**src/rtl/segment_intersection_point_unit_defines.svh**
```systemverilog
// assertion macros for the segment intersection unit
`ifndef SEGMENT_INTERSECTION_POINT_UNIT_DEFINES_SVH
`define SEGMENT_INTERSECTION_POINT_UNIT_DEFINES_SVH
// implication checked on every clock edge outside reset
`define SIP_ASSERT_IMPL(label, clk, rst_n, ante, cons, msg) \
    label: assert property (@(posedge clk) disable iff (!rst_n) (ante) |-> (cons)) \
        else $error(msg);
// implication whose consequent is checked in the next cycle
`define SIP_ASSERT_NEXT(label, clk, rst_n, ante, cons, msg) \
    label: assert property (@(posedge clk) disable iff (!rst_n) (ante) |=> (cons)) \
        else $error(msg);
`endif

```
**src/rtl/sip_pkg.sv**
```systemverilog
// shared constants for the segment intersection unit
`timescale 1ns / 1ps
`default_nettype none
package sip_pkg;
    localparam int T_BITS = 16;
endpackage
`default_nettype wire

```
**src/rtl/sip_div_stage.sv**
```systemverilog
// one restoring division step of the quotient pipeline
`timescale 1ns / 1ps
`default_nettype none
module sip_div_stage
    import sip_pkg::*;
#(
    parameter int DW = 28
)
(
    input  wire logic [DW-1:0]   r_in,
    input  wire logic [DW-1:0]   d_in,
    output logic      [DW-1:0]   r_out,
    output logic                 q_bit
);
    logic [DW:0] r_sh;
    always_comb
    begin
        r_sh = {r_in, 1'b0};
        q_bit = (r_sh >= {1'b0, d_in});
        r_out = q_bit ? DW'(r_sh - {1'b0, d_in}) : DW'(r_sh);
    end
endmodule
`default_nettype wire

```
**config.mk**
```make
export PLATFORM = sky130hd
export DESIGN_NAME = sip_div_stage
export DESIGN_NICKNAME = d
export VERILOG_FILES = /design/src/rtl/segment_intersection_point_unit_defines.svh /design/src/rtl/sip_pkg.sv /design/src/rtl/sip_div_stage.sv
export SDC_FILE = /design/constraint.sdc
export NUM_CORES = 1
export LEC_CHECK = 0
export BUFFER_PORTS_ARGS = -buffer_cell sky130_fd_sc_hd__buf_2
export CAP_MARGIN = 10
export CORE_MARGIN = 5
export CORE_UTILIZATION = 45
export DETAILED_ROUTE_END_ITERATION = 10
export PLACE_DENSITY = 0.83
export SYNTH_ARGS = -nofsm -noshare
export SYNTH_HDL_FRONTEND = slang
export SYNTH_SLANG_ARGS = --single-unit
```
**constraint.sdc**
```tcl
create_clock -name vclk -period 5.1
set_clock_uncertainty 0.05 [all_clocks]
set_input_delay 0.51 -clock vclk [all_inputs]
set_output_delay 0.51 -clock vclk [all_outputs]
set_load 0.01 [all_outputs]
```
# Yosys cells after proc, flatten, opt, wreduce, memory -nomap -nowiden
# Cells that the tools add are included.
# totals
in_bits,56
ff_bits,0
elab_cells,3
output_inout_bits,29
# classes
mux,1
n_lt_le_gt_ge,1
add_sub_neg,1
# ops
operator,count
$ge 29x28->1,1
$mux 28,1
$sub 28x28->28,1

# Longest topological paths before layout
# depth
ltp_word,2
depth_mapped,13
depth_no_buf,11

# Worst setup path after synthesis
# No wires, ideal clock.
# synth_timing
path_kind,in2out
from,in d_in[10]
to,out r_out[27]
cell_stages,11
n_path_buf,1
arrival_ns,2.736
path_slack_ns,1.804
cell_sequence,inv_1 -> ha_1 -> buf_6 -> a21o_1 -> a21o_1 -> a21o_1 -> nor3_2 -> o21ai_1 -> a221o_1 -> and4_4 -> o41a_1
# synth_between
elab_chain_len,2
word_cells_on_any_way,3
cone_classes,1 x add/sub; 1 x order compare; 1 x mux
# synth_rtl
element,line_no,rtl
start: declaration,sip_div_stage.sv:11,"input wire logic [DW-1:0] d_in,"
$sub 28x28->28 / $ge 29x28->1 (equally long branches),"sip_div_stage.sv:20, sip_div_stage.sv:19",
$mux 28 *,sip_div_stage.sv:20,"r_out = q_bit ? DW'(r_sh - {1'b0, d_in}) : DW'(r_sh);"
end: declaration,sip_div_stage.sv:12,"output logic [DW-1:0] r_out,"
# Every way passes the cells marked *; elsewhere a longest branch is shown, timed or not.

# Worst setup path after layout
# layout_timing
from,in r_in[13]
to,out r_out[4]
# layout_between
elab_chain_len,2
# layout_rtl
element,line_no,rtl
start: declaration,sip_div_stage.sv:10,"input wire logic [DW-1:0] r_in,"
$ge 29x28->1,sip_div_stage.sv:19,"q_bit = (r_sh >= {1'b0, d_in});"
$mux 28,sip_div_stage.sv:20,
# Every way passes these cells.

==> flow_summary.json <==
{
  "fin_crit_sh_pct": 75.1,
  "min_path_type": "input pin to output pin",
  "worstSetupEndpointType": "output pin",
  "fin_ws_ns": 1.27,
  "numPortBuffers": 85,
  "max_slew_margin_pct": 55.1,
  "antennaDiodeCount": 0,
  "routedWlPerCell_um": 12.6,
  "rows": 24,
  "vias_per_cell": 5.45,
  "post_dp_cell_area_sq_um": 2390,
  "grt_pass1_wl_mm": 8.80,
  "critPathRequiredTime_ns": 4.54,
  "setup_violations": 0,
  "grt_max_degree": 28,
  "p_leak_nw": 1.36,
  "die_h_um": 75.9,
  "n_fill_cell": 443,
  "coreArea_sq_um": 4290,
  "syn_nets": 393,
  "fmax_ghz": 0.261,
  "tns_ns": 0,
  "ant_nets": 0,
  "start_util_pct": 45.5,
  "netlist_area_sq_um": 1950,
  "die_area_sq_um": 5760,
  "pwr_density_cell_nw_per_um2": 145,
  "areaGrowthSynthToFinish_pct": 22.3,
  "drt-pass1-iter-count": 4,
  "cp-startpoint": "r_in[13]",
  "cap_violations": 0,
  "remaining_drc_errors": 0,
  "finalHoldViolCount": 0,
  "gp_congestion": 0.858,
  "ys_seq_area_share_pct": 0,
  "cts_resized": 0,
  "finalInstanceArea_sq_um": 2390,
  "dr_total_vias": 2365,
  "postSynthAreaPerCell_sq_um": 6.34,
  "whs_path_depth": 4,
  "dpl_worst_slack_ns": 1.25,
  "grt_use_total_pct": 18.3,
  "ys_types": 51,
  "die_x_um": 75.9,
  "arrival_ns": 3.27,
  "post-route-util_pct": 55.6,
  "fin_crit_ns": 3.83,
  "worstSetupPathType": "input pin to output pin",
  "grt_pass1_vias": 2073,
  "drive_gt1_share_pct": 24.3,
  "dr.first_iter.drc_count": 129,
  "hold_path_end": "r_out[16]",
  "finalNetCount": 469,
  "cts_hold_buffers": 0,
  "path_max_fanout": 27,
  "antenna_found_initial": 0,
  "multiInputGateArea_sq_um": 1750,
  "grt_overflow": 0,
  "maxSlewViolCount": 0,
  "synthCells": 308,
  "seq_cells": 0,
  "dp_hpwl_mm": 4.66,
  "cp-start-kind": "input pin",
  "postCtsSetupBuffers": 0,
  "irDropWorstVdd_uv": 69.5,
  "nClkBuffers": 0,
  "ios": 85,
  "yosys_warnings": 0,
  "hold_start": "r_in[15]",
  "rsz0062_at_grt": "no",
  "worst_pin_slew_ns": 0.669,
  "totalWireLength_mm": 5.48,
  "seqCellArea_sq_um": 0,
  "status": "completed"
}
synthesized netlist by cell type, types with 2 or more instances:
cell type   n  area (sq um)
a211oi_1    8          60.1
a21o_1     18           135
a21oi_1    16          80.1
a31oi_1     3          18.8
and2_1      2          12.5
and3_1      6          37.5
buf_6       2          22.5
clkbuf_1    8          30.0
ha_1       28           350
inv_1      37           139
nand2_1    44           165
nand2b_1    4          25.0
nand3_1    12          60.1
nor2_1     13          48.8
nor2b_1     3          18.8
nor3_1      3          15.0
o211a_1     3          30.0
o211ai_1    2          15.0
o21a_1      5          37.5
o21ai_0    36           180
o21bai_1    2          15.0
o31ai_1     5          37.5
or4_1       2          15.0
xnor2_1    11          96.3
xor2_1      9          78.8
power by group:
| group | internal (mW) | total, mW | switching, mW | leakage [nW] |
|---|---|---|---|---|
| Combinational | 0.150 | 0.347 | 0.197 | 1.36 |
| Sequential | 0 | 0 | 0 | 0 |
| Clock | 0 | 0 | 0 | 0 |
| Total | 0.150 | 0.347 | 0.197 | 1.36 |
worst max-delay path: stages:
cell and delay (ns):
buf_2 0.11, ha_1 0.40, and3_1 0.26, nand3_1 0.13
or4_1 0.51, o211a_1 0.24, nand3_1 0.09, nand2_2 0.25
inv_1 0.28, mux2_2 0.36, buf_2 0.14
cell type report:
class                      instances  share of cell area (%)
inverter                          37                    5.81
timing repair buffer              86                    18.1
tap                               52                    2.72
multi-input combinational        259                    73.3
how the worst max path moves through the flow:
| stage | to | cells past startpoint |
|---|---|---|
| after floorplan | r_out[27] | 11 |
| after CTS | r_out[4] | 11 |
| after global placement | r_out[4] | 11 |
| after global routing | r_out[4] | 11 |
| after detailed placement | r_out[4] | 11 |
| final | r_out[4] | 11 |
routing by layer:
layer | vias up | wire length, um | global-route usage, %
li1 | 1247 | - | -
met1 | 1044 | 2440 | 24.0
met2 | 74 | 2690 | 35.0
met3 | 0 | 353 | 0.528
met4 | 0 | 0 | 0.194
met5 | - | 0 | 0
layout by cell type (no fill, tap or decap), types with 6 or more instances in the layout:
cell      Yosys  routed
inv_1        37      37
a211oi_1      8       8
a21o_1       18      18
nand3_1      12      12
nand2_1      44      44
a21oi_1      16      16
buf_2         1      85
o21ai_0      36      36
nor2_1       13      13
and3_1        6       6
xnor2_1      11      11
ha_1         28      28
xor2_1        9       9
per-stage QoR:
step	hold WS (ns)	power [mW]	cells
6_report	1.27	0.347	434
5_1_grt	1.30	0.387	434
4_1_cts	1.28	0.347	434
3_5_place_dp	1.28	0.345	434
2_1_floorplan	1.08	0.237	308
3_3_place_gp	1.27	0.340	434
cells by family after synthesis:
family | after synthesis | share of synthesized area (%)
xor gates and xnor gates | 20 | 8.97
buffers and inverters | 49 | 10.3
AOI/OAI and AO/OA | 112 | 37.5
adders and majority gates | 29 | 19.0
and+or+nand+nor | 97 | 23.7
muxes | 1 | 0.577
Power figures use the tool's default switching activity.
